[config.mk]
export PLATFORM = sky130hd
export DESIGN_NAME = gain_and_frame_rms_meter
export DESIGN_NICKNAME = d
export VERILOG_FILES = /design/src/rtl/gfrm_pkg.sv /design/src/rtl/gfrm_root_unit.sv /design/src/rtl/gain_and_frame_rms_meter.sv
export SDC_FILE = /design/constraint.sdc
export NUM_CORES = 1
export LEC_CHECK = 0
export BUFFER_PORTS_ARGS = -buffer_cell sky130_fd_sc_hd__buf_4
export CAP_MARGIN = 20
export CORE_MARGIN = 1.5
export CORE_UTILIZATION = 57
export CTS_BUF_LIST = sky130_fd_sc_hd__clkbuf_2
export DETAILED_ROUTE_END_ITERATION = 6
export PLACE_DENSITY_LB_ADDON = 0.08
export SYNTH_ARGS = -nofsm -noshare
export SYNTH_HDL_FRONTEND = slang
export SYNTH_SLANG_ARGS = --single-unit
[constraint.sdc]
create_clock -name clock -period 12.2 [get_ports clock]
set_input_delay 3.05 -clock clock [delete_from_list [all_inputs] [get_ports clock]]
set_output_delay 3.05 -clock clock [all_outputs]
set_load 0.005 [all_outputs]
[src/rtl/gfrm_pkg.sv]
// Shared types and constants for the gain and frame RMS meter.
`timescale 1ns / 1ps
package gfrm_pkg;

   // Fixed field widths
   localparam int SAMPLE_W  = 16;
   localparam int GAIN_W    = 16;
   localparam int LEVEL_W   = 16;
   // Shared multiplier: signed 18 x 18
   localparam int MUL_W     = 18;
   localparam int PROD_W    = 2 * MUL_W;
   // Gain is Q2.14
   localparam int FRAC_BITS = 14;
   // A squared Q1.15 sample is at most 2^30
   localparam int SQ_W      = 31;
   // Sixteen times the mean square is at most 2^34
   localparam int QUO_W     = 35;
   // Integer square root of a QUO_W value
   localparam int ROOT_W    = (QUO_W + 1) / 2;
   localparam int RAD_W     = 2 * ROOT_W;

   localparam logic [GAIN_W-1:0]  GAIN_MAX   = 16'd32768;
   localparam logic [GAIN_W-1:0]  GAIN_RESET = 16'd16384;
   localparam logic [LEVEL_W-1:0] LEVEL_MAX  = 16'd32768;
   localparam logic signed [PROD_W-1:0] ROUND_HALF = 36'sd8192;
   localparam logic signed [PROD_W-FRAC_BITS-1:0] SAMPLE_POS_MAX = 22'sd32767;
   localparam logic signed [PROD_W-FRAC_BITS-1:0] SAMPLE_NEG_MAX = -22'sd32768;

   typedef struct packed {
      logic signed [SAMPLE_W-1:0] sample_in;
      logic                       frame_end;
   } gfrm_req_type;

   typedef struct packed {
      logic signed [SAMPLE_W-1:0] sample_out;
      logic                       level_valid;
      logic [LEVEL_W-1:0]         level;
   } gfrm_rsp_type;

   // Main sequencer
   typedef enum logic [2:0] {
      ST_IDLE,
      ST_SCALE,
      ST_SAT,
      ST_SQUARE,
      ST_ACCUM,
      ST_ROOT_GO,
      ST_ROOT_WAIT,
      ST_SEND
   } gfrm_state_type;

   // Divide / square root unit
   typedef enum logic [1:0] {
      PH_IDLE,
      PH_DIV,
      PH_SQRT,
      PH_DONE
   } gfrm_phase_type;

endpackage

[src/rtl/gfrm_root_unit.sv]
// Bit-serial divider followed by a bit-serial square root on one shared subtractor.
`timescale 1ns / 1ps
module gfrm_root_unit #(
   parameter int MAX_FRAME = 4096,
   localparam int CNT_W = $clog2(MAX_FRAME + 1),
   localparam int DIV_W = 30 + CNT_W + 4
) (
   input  logic                        clock,
   input  logic                        reset,
   input  logic                        start,
   input  logic [DIV_W-1:0]            dividend,
   input  logic [CNT_W-1:0]            divisor,
   output logic                        done,
   output logic [gfrm_pkg::ROOT_W-1:0] root
);
   import gfrm_pkg::*;

   localparam int SUB_W  = (CNT_W + 1 > ROOT_W + 3) ? CNT_W + 1 : ROOT_W + 3;
   localparam int STEP_W = $clog2(DIV_W);

   gfrm_phase_type phase_ff, phase_in;
   logic [STEP_W-1:0] step_ff, step_in;
   logic [DIV_W-1:0]  dvd_ff, dvd_in;
   logic [CNT_W-1:0]  rem_ff, rem_in;
   logic [QUO_W-1:0]  quo_ff, quo_in;
   logic [RAD_W-1:0]  rad_ff, rad_in;
   logic [ROOT_W:0]   rm_ff, rm_in;
   logic [ROOT_W-1:0] root_ff, root_in;

   logic [CNT_W:0]    rem_shift;
   logic [ROOT_W+2:0] rm_shift;
   logic [ROOT_W+1:0] trial;
   logic [SUB_W-1:0]  sub_a, sub_b;
   logic [SUB_W:0]    diff;
   logic              ge;

   // Shared subtractor: divisor against partial remainder, or trial root against radicand
   always_comb begin
      rem_shift = {rem_ff, dvd_ff[DIV_W-1]};
      rm_shift  = {rm_ff, rad_ff[RAD_W-1 -: 2]};
      trial     = {root_ff, 2'b01};
      if (phase_ff == PH_DIV) begin
         sub_a = SUB_W'(rem_shift);
         sub_b = SUB_W'(divisor);
      end else begin
         sub_a = SUB_W'(rm_shift);
         sub_b = SUB_W'(trial);
      end
      diff = {1'b0, sub_a} - {1'b0, sub_b};
      ge   = ~diff[SUB_W];
   end

   // Next phase
   always_comb begin
      phase_in = phase_ff;
      case (phase_ff)
         PH_IDLE: if (start) phase_in = PH_DIV;
         PH_DIV:  if (step_ff == '0) phase_in = PH_SQRT;
         PH_SQRT: if (step_ff == '0) phase_in = PH_DONE;
         PH_DONE: phase_in = PH_IDLE;
         default: phase_in = PH_IDLE;
      endcase
   end

   // Datapath updates
   always_comb begin
      step_in = step_ff;
      dvd_in  = dvd_ff;
      rem_in  = rem_ff;
      quo_in  = quo_ff;
      rad_in  = rad_ff;
      rm_in   = rm_ff;
      root_in = root_ff;
      case (phase_ff)
         PH_IDLE: begin
            if (start) begin
               dvd_in  = dividend;
               rem_in  = '0;
               quo_in  = '0;
               step_in = STEP_W'(DIV_W - 1);
            end
         end
         PH_DIV: begin
            dvd_in = dvd_ff << 1;
            rem_in = ge ? diff[CNT_W-1:0] : rem_shift[CNT_W-1:0];
            quo_in = {quo_ff[QUO_W-2:0], ge};
            if (step_ff == '0) begin
               rad_in  = RAD_W'({quo_ff[QUO_W-2:0], ge});
               rm_in   = '0;
               root_in = '0;
               step_in = STEP_W'(ROOT_W - 1);
            end else begin
               step_in = step_ff - 1'b1;
            end
         end
         PH_SQRT: begin
            rad_in  = rad_ff << 2;
            rm_in   = ge ? diff[ROOT_W:0] : rm_shift[ROOT_W:0];
            root_in = {root_ff[ROOT_W-2:0], ge};
            if (step_ff != '0) step_in = step_ff - 1'b1;
         end
         PH_DONE: begin
         end
         default: begin
         end
      endcase
   end

   always_ff @(posedge clock) begin
      if (reset) begin
         phase_ff <= PH_IDLE;
      end else begin
         phase_ff <= phase_in;
      end
   end

   always_ff @(posedge clock) begin
      step_ff <= step_in;
      dvd_ff  <= dvd_in;
      rem_ff  <= rem_in;
      quo_ff  <= quo_in;
      rad_ff  <= rad_in;
      rm_ff   <= rm_in;
      root_ff <= root_in;
   end

   assign done = (phase_ff == PH_DONE);
   assign root = root_ff;

   // Checks
   a_start_idle: assert property (@(posedge clock) disable iff (reset)
      start |-> phase_ff == PH_IDLE) else $error("root unit started while busy");
   a_done_pulse: assert property (@(posedge clock) disable iff (reset)
      done |=> !done) else $error("done held longer than one cycle");
   a_sqrt_steps: assert property (@(posedge clock) disable iff (reset)
      phase_ff == PH_SQRT |-> step_ff < STEP_W'(ROOT_W))
      else $error("square root step count out of range");

endmodule

[src/rtl/gain_and_frame_rms_meter.sv]
// Top level: volume scaling, square accumulation and frame level sequencer.
`timescale 1ns / 1ps
// Scales each Q1.15 sample by the Q2.14 volume (clamped to 2.0, rounded, saturated) and
// returns it with a level field that, on a frame's last sample, carries four times the
// frame RMS clamped to 1.0 (unsigned Q1.15). One sample is handled at a time: req_stall is low only
// while the block is idle, and the next sample is taken only once the result beat has left. Each
// sample passes through the scale, saturate, square and accumulate states, set by the single
// shared 18x18 multiplier being used once for the gain and once for the square. A frame-end
// sample also waits for the restoring divide and square root, which run one bit or one root
// digit per cycle on a shared subtractor. Samples beyond MAX_FRAME in a frame are passed
// through but not metered.
module gain_and_frame_rms_meter #(
   parameter int MAX_FRAME = 4096,
   localparam int CNT_W = $clog2(MAX_FRAME + 1)
) (
   input  logic                           clock,
   input  logic                           reset,
   input  logic                           req_valid,
   output logic                           req_stall,
   input  gfrm_pkg::gfrm_req_type         req_data,
   output logic                           rsp_valid,
   input  logic                           rsp_stall,
   output gfrm_pkg::gfrm_rsp_type         rsp_data,
   input  logic                           csr_wr_en,
   input  logic [gfrm_pkg::GAIN_W-1:0]    csr_wr_data
);
   import gfrm_pkg::*;

   localparam int SUM_W = 30 + CNT_W;
   localparam int DIV_W = SUM_W + 4;
   localparam int YW_W  = PROD_W - FRAC_BITS;

   gfrm_state_type state_ff, state_in;

   logic [GAIN_W-1:0]          gain_ff, gain_in;
   logic [SUM_W-1:0]           sum_ff, sum_in;
   logic [CNT_W-1:0]           count_ff, count_in;
   logic signed [SAMPLE_W-1:0] sample_ff, sample_in_nx;
   logic                       last_ff, last_in;
   logic signed [PROD_W-1:0]   prod_ff, prod_in;
   logic signed [SAMPLE_W-1:0] y_ff, y_in;
   gfrm_rsp_type               rsp_ff, rsp_in;

   logic [GAIN_W-1:0]        gain_eff;
   logic signed [MUL_W-1:0]  mul_a, mul_b;
   logic signed [PROD_W-1:0] mul_p;
   logic signed [PROD_W-1:0] rounded;
   logic signed [YW_W-1:0]   y_wide;
   logic                     root_start;
   logic                     root_done;
   logic [ROOT_W-1:0]        root_val;
   logic [LEVEL_W-1:0]       level_clamped;

   // Shared multiplier: gain product, then square of the scaled sample
   always_comb begin
      gain_eff = (gain_ff > GAIN_MAX) ? GAIN_MAX : gain_ff;
      if (state_ff == ST_SCALE) begin
         mul_a = MUL_W'(sample_ff);
         mul_b = $signed({2'b00, gain_eff});
      end else begin
         mul_a = MUL_W'(y_ff);
         mul_b = MUL_W'(y_ff);
      end
      mul_p = mul_a * mul_b;
   end

   // Round half up and saturate to Q1.15
   always_comb begin
      rounded = prod_ff + ROUND_HALF;
      y_wide  = rounded[PROD_W-1:FRAC_BITS];
   end

   assign level_clamped = (root_val > ROOT_W'(LEVEL_MAX)) ? LEVEL_MAX : root_val[LEVEL_W-1:0];

   // Next state
   always_comb begin
      state_in = state_ff;
      case (state_ff)
         ST_IDLE:      if (req_valid) state_in = ST_SCALE;
         ST_SCALE:     state_in = ST_SAT;
         ST_SAT:       state_in = ST_SQUARE;
         ST_SQUARE:    state_in = ST_ACCUM;
         ST_ACCUM:     state_in = last_ff ? ST_ROOT_GO : ST_SEND;
         ST_ROOT_GO:   state_in = ST_ROOT_WAIT;
         ST_ROOT_WAIT: if (root_done) state_in = ST_SEND;
         ST_SEND:      if (!rsp_stall) state_in = ST_IDLE;
         default:      state_in = ST_IDLE;
      endcase
   end

   // Handshake and unit control
   always_comb begin
      req_stall  = (state_ff != ST_IDLE);
      rsp_valid  = (state_ff == ST_SEND);
      root_start = (state_ff == ST_ROOT_GO);
   end

   // Datapath and meter state
   always_comb begin
      gain_in      = csr_wr_en ? csr_wr_data : gain_ff;
      sum_in       = sum_ff;
      count_in     = count_ff;
      sample_in_nx = sample_ff;
      last_in      = last_ff;
      prod_in      = prod_ff;
      y_in         = y_ff;
      rsp_in       = rsp_ff;
      case (state_ff)
         ST_IDLE: begin
            if (req_valid) begin
               sample_in_nx = req_data.sample_in;
               last_in      = req_data.frame_end;
            end
         end
         ST_SCALE: prod_in = mul_p;
         ST_SAT: begin
            if (y_wide > SAMPLE_POS_MAX) begin
               y_in = SAMPLE_POS_MAX[SAMPLE_W-1:0];
            end else if (y_wide < SAMPLE_NEG_MAX) begin
               y_in = SAMPLE_NEG_MAX[SAMPLE_W-1:0];
            end else begin
               y_in = y_wide[SAMPLE_W-1:0];
            end
         end
         ST_SQUARE: prod_in = mul_p;
         ST_ACCUM: begin
            if (count_ff < CNT_W'(MAX_FRAME)) begin
               sum_in   = sum_ff + SUM_W'(prod_ff[SQ_W-1:0]);
               count_in = count_ff + 1'b1;
            end
            rsp_in.sample_out  = y_ff;
            rsp_in.level_valid = last_ff;
            rsp_in.level       = '0;
         end
         ST_ROOT_WAIT: begin
            if (root_done) begin
               rsp_in.level = level_clamped;
               sum_in       = '0;
               count_in     = '0;
            end
         end
         default: begin
         end
      endcase
   end

   always_ff @(posedge clock) begin
      if (reset) begin
         state_ff <= ST_IDLE;
         gain_ff  <= GAIN_RESET;
         sum_ff   <= '0;
         count_ff <= '0;
      end else begin
         state_ff <= state_in;
         gain_ff  <= gain_in;
         sum_ff   <= sum_in;
         count_ff <= count_in;
      end
   end

   always_ff @(posedge clock) begin
      sample_ff <= sample_in_nx;
      last_ff   <= last_in;
      prod_ff   <= prod_in;
      y_ff      <= y_in;
      rsp_ff    <= rsp_in;
   end

   assign rsp_data = rsp_ff;

   // Mean square times sixteen, then its root
   gfrm_root_unit #(
      .MAX_FRAME (MAX_FRAME)
   ) u_root (
      .clock    (clock),
      .reset    (reset),
      .start    (root_start),
      .dividend ({sum_ff, 4'b0000}),
      .divisor  (count_ff),
      .done     (root_done),
      .root     (root_val)
   );

   // Checks
   a_busy_on_send: assert property (@(posedge clock) disable iff (reset)
      rsp_valid |-> req_stall) else $error("input taken while a result beat waits");
   a_count_bound: assert property (@(posedge clock) disable iff (reset)
      count_ff <= CNT_W'(MAX_FRAME)) else $error("sample count beyond frame limit");
   a_level_zero: assert property (@(posedge clock) disable iff (reset)
      rsp_valid && !rsp_data.level_valid |-> rsp_data.level == '0)
      else $error("level set on a beat that is not a frame end");
   a_done_in_wait: assert property (@(posedge clock) disable iff (reset)
      root_done |-> state_ff == ST_ROOT_WAIT) else $error("root result outside wait state");
   a_frame_cleared: assert property (@(posedge clock) disable iff (reset)
      rsp_valid && rsp_data.level_valid |-> count_ff == '0 && sum_ff == '0)
      else $error("accumulator not cleared after frame end");

endmodule
== After elaboration in Yosys (flattened, before gate mapping) ==
Cells that the tools add are included.
Cells by class
  add/subtract/negate cells: 5
  multipliers: 1
  divide/modulo/power cells: 0
  magnitude comparators: 5
  eq/ne operators: 18
  shift-type cells: 0
  mux-type cells: 42
  bitwise logic cells: 1
  reduce and logical (&&, ||, !) cells: 18
Operator list (count)
  47-bit case mux with 2 select lines: 1
  43-bit two-way mux: 2
  43-bit case mux with 2 select lines: 1
  36-bit case mux with 2 select lines: 1
  34-bit case mux with 2 select lines: 1
  16-bit two-way mux: 4
  18-bit two-way mux: 3
  13-bit two-way mux: 4
  13-bit case mux with 2 select lines: 2
  47-bit two-way mux: 1
  43-bit by 31-bit adder with 43-bit output: 1
  19-bit two-way mux: 2
  19-bit case mux with 2 select lines: 1
  36-bit by 15-bit adder with 36-bit output, second input constant: 1
  18-bit by 18-bit multiplier with 36-bit output: 1
  36-bit two-way mux: 1
  18-bit case mux with 2 select lines: 1
  34-bit two-way mux: 1
  16-bit case mux with 2 select lines: 1
  3-bit case mux with 8 select lines: 1
  22-bit by 16-bit > comparator with 1-bit output, second input constant: 1
  22-bit by 16-bit less-than comparator with 1-bit output, second input constant: 1
  21-bit by 20-bit subtractor with 22-bit output: 1
  21-bit two-way mux: 1
  other kinds (28): 55
Storage, ports and cells
  flip-flop bits (word level): 352
  latch bits: 0
  memory bits (writable): 0
  memory bits (read-only): 0
  output and inout port bits: 35
  memories kept: 0

== Depth between registers and ports, before layout ==
Gate-level depths: netlist of the first run.
  depth in word-level cells: 6
  gate-level depth with buffers: 30
  mapped depth without buffers: 29

== By module ==
From an unflattened synthesis of the first run, not the netlist that was laid out.
Second synthesis, totals
  cell total of the unflattened synthesis: 2782
  area, all modules: 28529.9 um^2
By module, submodules not included
  gain_and_frame_rms_meter: instances 1, cells an instance 2141, area each 19804.0 um^2, sequential area each 4564.4 um^2
  gfrm_root_unit: instances 1, cells an instance 641, area each 8725.9 um^2, sequential area each 5235.0 um^2

== Worst setup path before layout of the first run ==
No wires, ideal clock.
  path kind: reg2reg
  from: register state_ff[0]
  to: register prod_ff[32], data pin
  setup time: 0.258 ns
  data arrival time: 8.861 ns
  data required time: 11.942 ns
  setup slack: 3.080 ns
  cell stages (with the launch flop): 27
  buffers on the path: 2
  period minus slack after synthesis: 9.120 ns
  path through: dfxtp_1 nor2b_1 nor2b_1 clkbuf_1 buf_1 nand2_1 nand2_1 nand2_1 fa_1 fa_1 inv_1 fa_1 fa_1 fa_1 inv_1 fa_1 inv_1 ha_1 and4_1 and3_1 and3_1 o21ai_0 a31oi_1 or3_1 a31o_2 a21oi_1 xnor2_1
Between the ends
  cells in the longest elaborated chain, start to end: 3
  elaborated cells between the ends (all ways): 4
  those cells by class: 1 x mul; 1 x eq/ne; 2 x mux
RTL lines
  start, declared: line gain_and_frame_rms_meter.sv:33  | gfrm_state_type state_ff, state_in;
  start signal, assigned: line gain_and_frame_rms_meter.sv:154  | state_ff <= state_in;
  3-bit by 1-bit equality test with 1-bit output (*): line gain_and_frame_rms_meter.sv:57  | if (state_ff == ST_SCALE) begin
  18-bit two-way mux: line gain_and_frame_rms_meter.sv:57
  18-bit by 18-bit multiplier with 36-bit output (*): line gain_and_frame_rms_meter.sv:64  | mul_p = mul_a * mul_b;
  net mul_p[32]: line gain_and_frame_rms_meter.sv:46  | logic signed [PROD_W-1:0] mul_p;
  end signal, assigned: line gain_and_frame_rms_meter.sv:164  | prod_ff <= prod_in;
  end, declared: line gain_and_frame_rms_meter.sv:40  | logic signed [PROD_W-1:0] prod_ff, prod_in;
The timed path passes the listed nets; every way through them passes the cells marked *.
A chain may end at the register's enable or synchronous reset.

== Final worst setup path of the first run ==
Ends and elaborated chain as after synthesis.

==> flow_summary_export.csv, run 1 <==
group,metric,value,unit
clock_network,postCtsSetupRepairBufs,0,
timing,finalSetupViolCount,0,
worst_setup_path,r2r-start,"state_ff[0]",
floorplanning,rows,81,
worst_setup_path,cp.arrival,10.16,ns
place,dp_hpwl,51930,um
clock_network,postCtsHoldBufs,0,
floorplanning,start_util,57.51,%
worst_setup_path,r2r_end,"prod_ff[32]",
floorplanning,pin_count,73,
clock_network,cts_root_buf,"clkbuf_2",
global_routing,grt_remaining_overflow,0,
floorplanning,fp.coreArea,48650,um2
yosys,syn_inst,2706,
timing,relSlewSlack,23.05,%
timing,skew,0.1057,ns
worst_setup_path,path_max_fanout,51,
timing,slew_violations,0,
timing,fin_crit_sh,76.55,%
timing,tightest_slew,1.122,ns
yosys,ys_ff_latch,348,
hold_path,hold_depth,0,
detailed_routing,dr.first_iter.drc_count,1458,
place,gp_congestion,0.9473,
detailed_routing,finalWirelength,67310,um
job,cap_violations,0,
timing,fin_setup_tns,0,ns
global_routing,grt.met1_usage,34.47,%
detailed_routing,ant_nets,0,
clock_network,cts_tree,"done",
worst_setup_path,rr_worst_depth,27,
clock_network,clkLatencyLatePin,1.07,ns
yosys,synth.avg_cell_area,10.34,um2
cells_and_area,drive_gt1_share,13.27,%
cells_and_area,syn2layout_area_growth,7.733,%
global_routing,grt_pass1_wl,109300,um
clock_network,cts_sinks,348,
hold_path,holdPathEnd,"rsp_data[16]",
yosys,synth_cell_types,76,
yosys,synth_warnings,0,
clock_network,clk_path_buf_depth,3,
hold_path,holdCritPathClass,"reg -> reg",
cells_and_area,nets,3315,
hold_path,hp-start,"last_ff",
detailed_routing,firstDrtPassIters,7,
yosys,yosys_most_used_dff,"edfxtp_1",
worst_setup_path,endpoint_kind,"flip-flop",
yosys,synth-edff-count,271,
global_routing,met2_usage,46.78,%
timing,hold_violations,0,
global_routing,grt_max_degree,83,
yosys,synth_area,27980,um2
clock_network,cts.clk_slew.worst_paths,0.09,ns
detailed_routing,vias_per_cell,5.698,
floorplanning,die_w,224.5,um
worst_setup_path,r2r_slack,2.86,ns
timing,fin_crit,9.339,ns
worst_setup_path,crit_path_start_kind,"flip-flop",
clock_network,post_cts_resize_count,0,
outcome,outcome,"complete, no violations",
detailed_routing,drc,0,
yosys,synth.net_count,3201,
timing,rsz0062_at_grt,"false",
timing,fmax,0.1071,GHz
global_routing,antenna_found_initial,1,
global_routing,track_usage,27.86,%
floorplanning,dieArea,50420,um2
global_routing,grt_pass1_vias,21003,
place,portBuffers,72,
detailed_routing,vias,20039,
global_routing,grt.busiest_layer,"met2",
floorplanning,die_y,224.5,um
worst_setup_path,cp.required,13.02,ns
yosys,seq_area_frac_synth,34.60,%
worst_setup_path,crit_type,"reg -> reg",
cells_and_area,final_common_cell,"inv_1",
global_routing,use_met3,5.095,%
yosys,async_reset_ff_share,0,%
clock_network,ctsHtreeMaxLevel,3,
cells_and_area,fillers,4140,
clock_network,cts_buffers,90,
cells_and_area,final_cell_mix,"394 x inv_1, 306 x fa_1, 271 x nor2_1, 271 x edfxtp_1, 269 x nand2_1",
detailed_routing,wl_per_cell,19.14,um
cell usage after synthesis (10+ instances only):
library cell / count / area (um2)
fa_1: 306 / 6126
xnor2_1: 59 / 516.8
o21ai_1: 18 / 90.09
nand3_1: 37 / 185.2
and3_1: 29 / 181.4
a21oi_1: 120 / 600.6
nand4_1: 18 / 112.6
o211ai_1: 12 / 90.09
ha_1: 151 / 1889
nor3_1: 24 / 120.1
buf_1: 11 / 41.29
a21o_1: 27 / 202.7
xor2_1: 38 / 332.8
and2_1: 73 / 456.7
or3_1: 14 / 87.58
mux2i_1: 45 / 450.4
mux2_2: 86 / 968.4
o21a_1: 10 / 75.07
inv_1: 394 / 1479
nor2b_1: 21 / 131.4
edfxtp_1: 271 / 8138
a211oi_1: 13 / 97.59
nand2_1: 269 / 1010
clkbuf_1: 71 / 266.5
a22oi_1: 22 / 165.2
nor2_1: 271 / 1017
nand2b_1: 24 / 150.1
o21ai_0: 49 / 245.2
a22o_1: 25 / 219.0
dfxtp_1: 77 / 1541
a31oi_1: 14 / 87.58
state kept, by name, indices dropped and copies added (netlist names), 2 cells and up:
signal           flops
sum_ff              43
u_root.dvd_ff       43
prod_ff             36
u_root.rad_ff       36
u_root.quo_ff       34
rsp_data            33
u_root.rm_ff        19
u_root.root         18
gain_ff             16
sample_ff           16
y_ff                16
count_ff            13
u_root.rem_ff       13
u_root.step_ff       6
state_ff             3
u_root.phase_ff      2
layout make-up:
type	count	area (um2)	area share, %
multi-input combinational	1873	16520	54.83
sequential	348	9679	32.11
inverter	394	1479	4.907
timing repair buffer	113	852.1	2.827
tap	622	778.2	2.582
clock buffer	147	735.7	2.441
clock inverter	19	88.84	0.2947
antenna	1	2.502	0.008303
how the worst max path moves through the flow:
| stage | from | endpoint | slack [ns] | cells after the start |
|---|---|---|---|---|
| 6_report | state_ff[0] | prod_ff[32] | 2.86 | 27 |
| 5_1_grt | state_ff[0] | prod_ff[32] | 2.27 | 29 |
| 4_1_cts | state_ff[0] | prod_ff[32] | 2.91 | 27 |
| 3_5_place_dp | state_ff[0] | prod_ff[32] | 2.94 | 27 |
| 3_3_place_gp | state_ff[0] | prod_ff[32] | 3.22 | 27 |
| 2_1_floorplan | state_ff[0] | prod_ff[32] | 3.08 | 26 |
metal layers:
metal | vias to the layer above | wire [um] | share of wire [%]
met5 | - | 0 | 0
met4 | 0 | 3263 | 4.8
met3 | 162 | 3706 | 5.5
met2 | 565 | 33610 | 50
met1 | 10008 | 26730 | 40
li1 | 9304 | - | -
kinds of logic (layout without fill, tap and decap cells):
kind of cell | count (synthesis) | count (layout) | synth area share (%)
buffers and inverters | 485 | 673 | 6.570
AOI/OAI and AO/OA | 373 | 373 | 8.797
other | 0 | 1 | 0
and+or+nand+nor | 815 | 815 | 13.28
xor gates and xnor gates | 97 | 97 | 3.037
adders and majority gates | 457 | 457 | 28.65
muxes | 131 | 131 | 5.072
DFF | 348 | 348 | 34.60
worst max-delay path, stage by stage (launching register included):
cell and delay (ns):
dfxtp_1 0.56, nor2b_4 0.21, buf_4 0.43, nand2b_2 0.27, buf_4 0.36, and2_1 0.31
inv_1 0.46, nand2_1 0.42, nand2_1 0.30, fa_1 0.58, fa_1 0.58, inv_1 0.28
fa_1 0.49, fa_1 0.49, fa_1 0.55, inv_1 0.06, fa_1 0.53, inv_1 0.04
ha_1 0.35, and4_1 0.26, and3_1 0.20, and3_1 0.18, o21ai_0 0.13, a31oi_1 0.17
or3_1 0.41, a31o_2 0.24, a21oi_1 0.16, xnor2_1 0.08
stage by stage:
step	setup slack, ns	instances	utilization [%]	hold WS (ns)	area, um2
global route	2.266	3517	61.96	0.4912	30140
finish	2.861	3517	61.96	0.4872	30140
floorplan	3.080	2706	-	0.4271	27980
global placement	3.223	3343	60.14	0.4635	29260
detailed placement	2.938	3347	60.21	0.4646	29290
CTS	2.906	3513	61.91	0.4853	30120
Power of run 1 is not shown: default switching activity piles up to over one toggle a cycle in this logic, so the estimate is an artifact.
==> run 2, diff against run 1 <==
- ABC_AREA: unset -> 1
- clock period: 12.2 -> 9.6 ns (I/O delays scaled with it)
==> flow_summary_export.csv, run 2 <==
group,metric,value,unit
outcome,outcome,"finished, violations left",
outcome,violations,"DRC",
detailed_routing,dr.first_iter.drc_count,1904,
cells_and_area,multi_input_area,17200,um2
hold_path,holdCritPathClass,"reg -> reg",
yosys,syn_inst,3687,
worst_setup_path,path_max_fanout,31,
yosys,synth.avg_cell_area,8.152,um2
job,cap_violations,0,
clock_network,cts_sinks,348,
yosys,synth_top_cell_area_share,27.08,%
worst_setup_path,crit_type,"reg -> reg",
worst_setup_path,endpoint_kind,"flip-flop",
detailed_routing,vias,24876,
worst_setup_path,cp.arrival,9.05,ns
timing,hold_violations,0,
yosys,yosys_most_used_dff,"edfxtp_1",
timing,fmax,0.1219,GHz
floorplanning,die_y,232.6,um
clock_network,postCtsHoldBufs,0,
yosys,synth.net_count,4182,
timing,slew_violations,0,
global_routing,use_met3,5.355,%
worst_setup_path,slowest_stage,"nand2_2",
worst_setup_path,rr_worst_depth,28,
yosys,yosysMostFrequentCell,"nand2_1",
floorplanning,fp.coreArea,51720,um2
timing,fin_crit,8.205,ns
place,portBuffers,72,
timing,fin_setup_tns,0,ns
global_routing,met2_usage,56.25,%
timing,fin_crit_sh,85.47,%
cells_and_area,top_regs,"sum_ff: 43 flops, u_root.dvd_ff: 43 flops",
yosys,ys_top_cells_by_area,"edfxtp_1 27%, fa_1 20%, nand2_1 12%, inv_1 9.0%, ha_1 6.3%",
global_routing,grt.met1_usage,39.22,%
floorplanning,pin_count,73,
yosys,synth_warnings,0,
worst_setup_path,crit_path_start_kind,"flip-flop",
yosys,synth_cell_types,52,
global_routing,grt_max_degree,85,
clock_network,cts_tree,"done",
worst_setup_path,crit_top_cell,"inv_1",
floorplanning,dieArea,54120,um2
detailed_routing,finalWirelength,85980,um
global_routing,grt.busiest_layer,"met2",
cells_and_area,syn2layout_area_growth,6.744,%
clock_network,post_cts_resize_count,0,
yosys,ys_ff_latch,348,
detailed_routing,wl_per_cell,18.93,um
timing,skew,0.1192,ns
detailed_routing,drc,1,
cells_and_area,final_common_cell,"nand2_1",
global_routing,grt_pass1_vias,25649,
cells_and_area,fillers,4565,
cells_and_area,regArea,9679,um2
place,dp_hpwl,68330,um
detailed_routing,firstDrtPassIters,7,
clock_network,ctsHtreeMaxLevel,3,
yosys,synth_area,30060,um2
clock_network,cts.clk_slew.worst_paths,0.10,ns
detailed_routing,ant_nets,0,
clock_network,cts_buffers,92,
timing,rsz0062_at_grt,"false",
place,gp_congestion,0.9725,
floorplanning,die_w,232.6,um
yosys,synth-edff-count,271,
clock_network,clk_path_buf_depth,3,
detailed_routing,vias_per_cell,5.477,
yosys,synth_top_area_cell,"edfxtp_1",
worst_setup_path,cp.required,10.45,ns
timing,tightest_slew,1.016,ns
cells_and_area,nets,4278,
global_routing,antenna_found_initial,2,
yosys,yosys-top-cells-count,"974 x nand2_1, 721 x inv_1, 396 x nor2_1",
clock_network,cts_root_buf,"clkbuf_2",
floorplanning,start_util,58.12,%
cells_and_area,drive_gt1_share,8.161,%
worst_setup_path,cpPeakStageDelay,0.65,ns
timing,finalSetupViolCount,0,
global_routing,grt_pass1_wl,135800,um
cells_and_area,final_cell_mix,"974 x nand2_1, 720 x inv_1, 394 x nor2_1",
floorplanning,rows,83,
global_routing,track_usage,32.68,%
hold_path,hold_depth,2,
clock_network,clkLatencyLatePin,1.10,ns
timing,relSlewSlack,32.26,%
global_routing,grt_remaining_overflow,0,
yosys,seq_area_frac_synth,32.20,%
yosys,async_reset_ff_share,0,%
clock_network,postCtsSetupRepairBufs,0,
[run 2: area by class of cell]
class	count	share of cell area, %
Antenna cell	2	0.01560
Clock buffer	143	2.231
Clock inverter	28	0.3978
Inverter	738	8.642
Multi-Input combinational cell	2507	53.61
Sequential cell	348	30.17
Tap cell	680	2.652
Timing Repair Buffer	96	2.285
[run 2: cell families (layout without fill, tap and decap cells)]
| family | after synthesis | after routing | synth area share, % |
|---|---|---|---|
| and+or+nand+nor | 1639 | 1639 | 22.09 |
| buffers and inverters | 832 | 1005 | 10.75 |
| adders and majority gates | 457 | 457 | 26.67 |
| AOI/OAI and AO/OA | 350 | 350 | 6.511 |
| DFF | 348 | 348 | 32.20 |
| xor gates and xnor gates | 61 | 61 | 1.778 |
| other | 0 | 2 | 0 |
[run 2: critical path, delay by kind of cell (launching register included)]
family | cells | cell delay (ns)
XOR/XNOR | 1 | 0.15
buffers and inverters | 9 | 1.25
AND/OR/NAND/NOR | 9 | 2.26
adder cells (fa/ha/maj) | 7 | 3.53
flip-flops | 1 | 0.47
AO/OA/AOI/OAI | 2 | 0.38
[run 2: through the flow]
step / setup WS, ns / utilization [%] / cell area, um2 / cells / hold slack (ns)
after global routing: 0.9763 / 62.03 / 32080 / 4541 / 0.4823
after global placement: 1.489 / 60.36 / 31210 / 4368 / 0.4395
after detailed placement: 1.365 / 60.36 / 31210 / 4368 / 0.4348
after CTS: 1.501 / 61.99 / 32060 / 4539 / 0.4646
after floorplan: 2.699 / - / 30060 / 3687 / 0.4247
final: 1.395 / 62.04 / 32080 / 4542 / 0.4730
[run 2: layer usage]
layer,part of all wire (%),wire length (um),up-vias
met1,38,32660,12078
met2,50,42970,904
met5,0.012,10,-
li1,-,-,11659
met4,5.4,4666,2
met3,6.6,5667,233
[run 2: worst paths after layout]
kind / start / end / slack [ns]
hold / removal: u_root.rad_ff[30] / u_root.rad_ff[32] / 0.47
setup / recovery: state_ff[2] / prod_ff[32] / 1.39
hold reg to reg: u_root.rad_ff[30] / u_root.rad_ff[32] / 0.47
setup reg to reg: state_ff[2] / prod_ff[32] / 1.39
Power of run 2 is left out for the same reason.
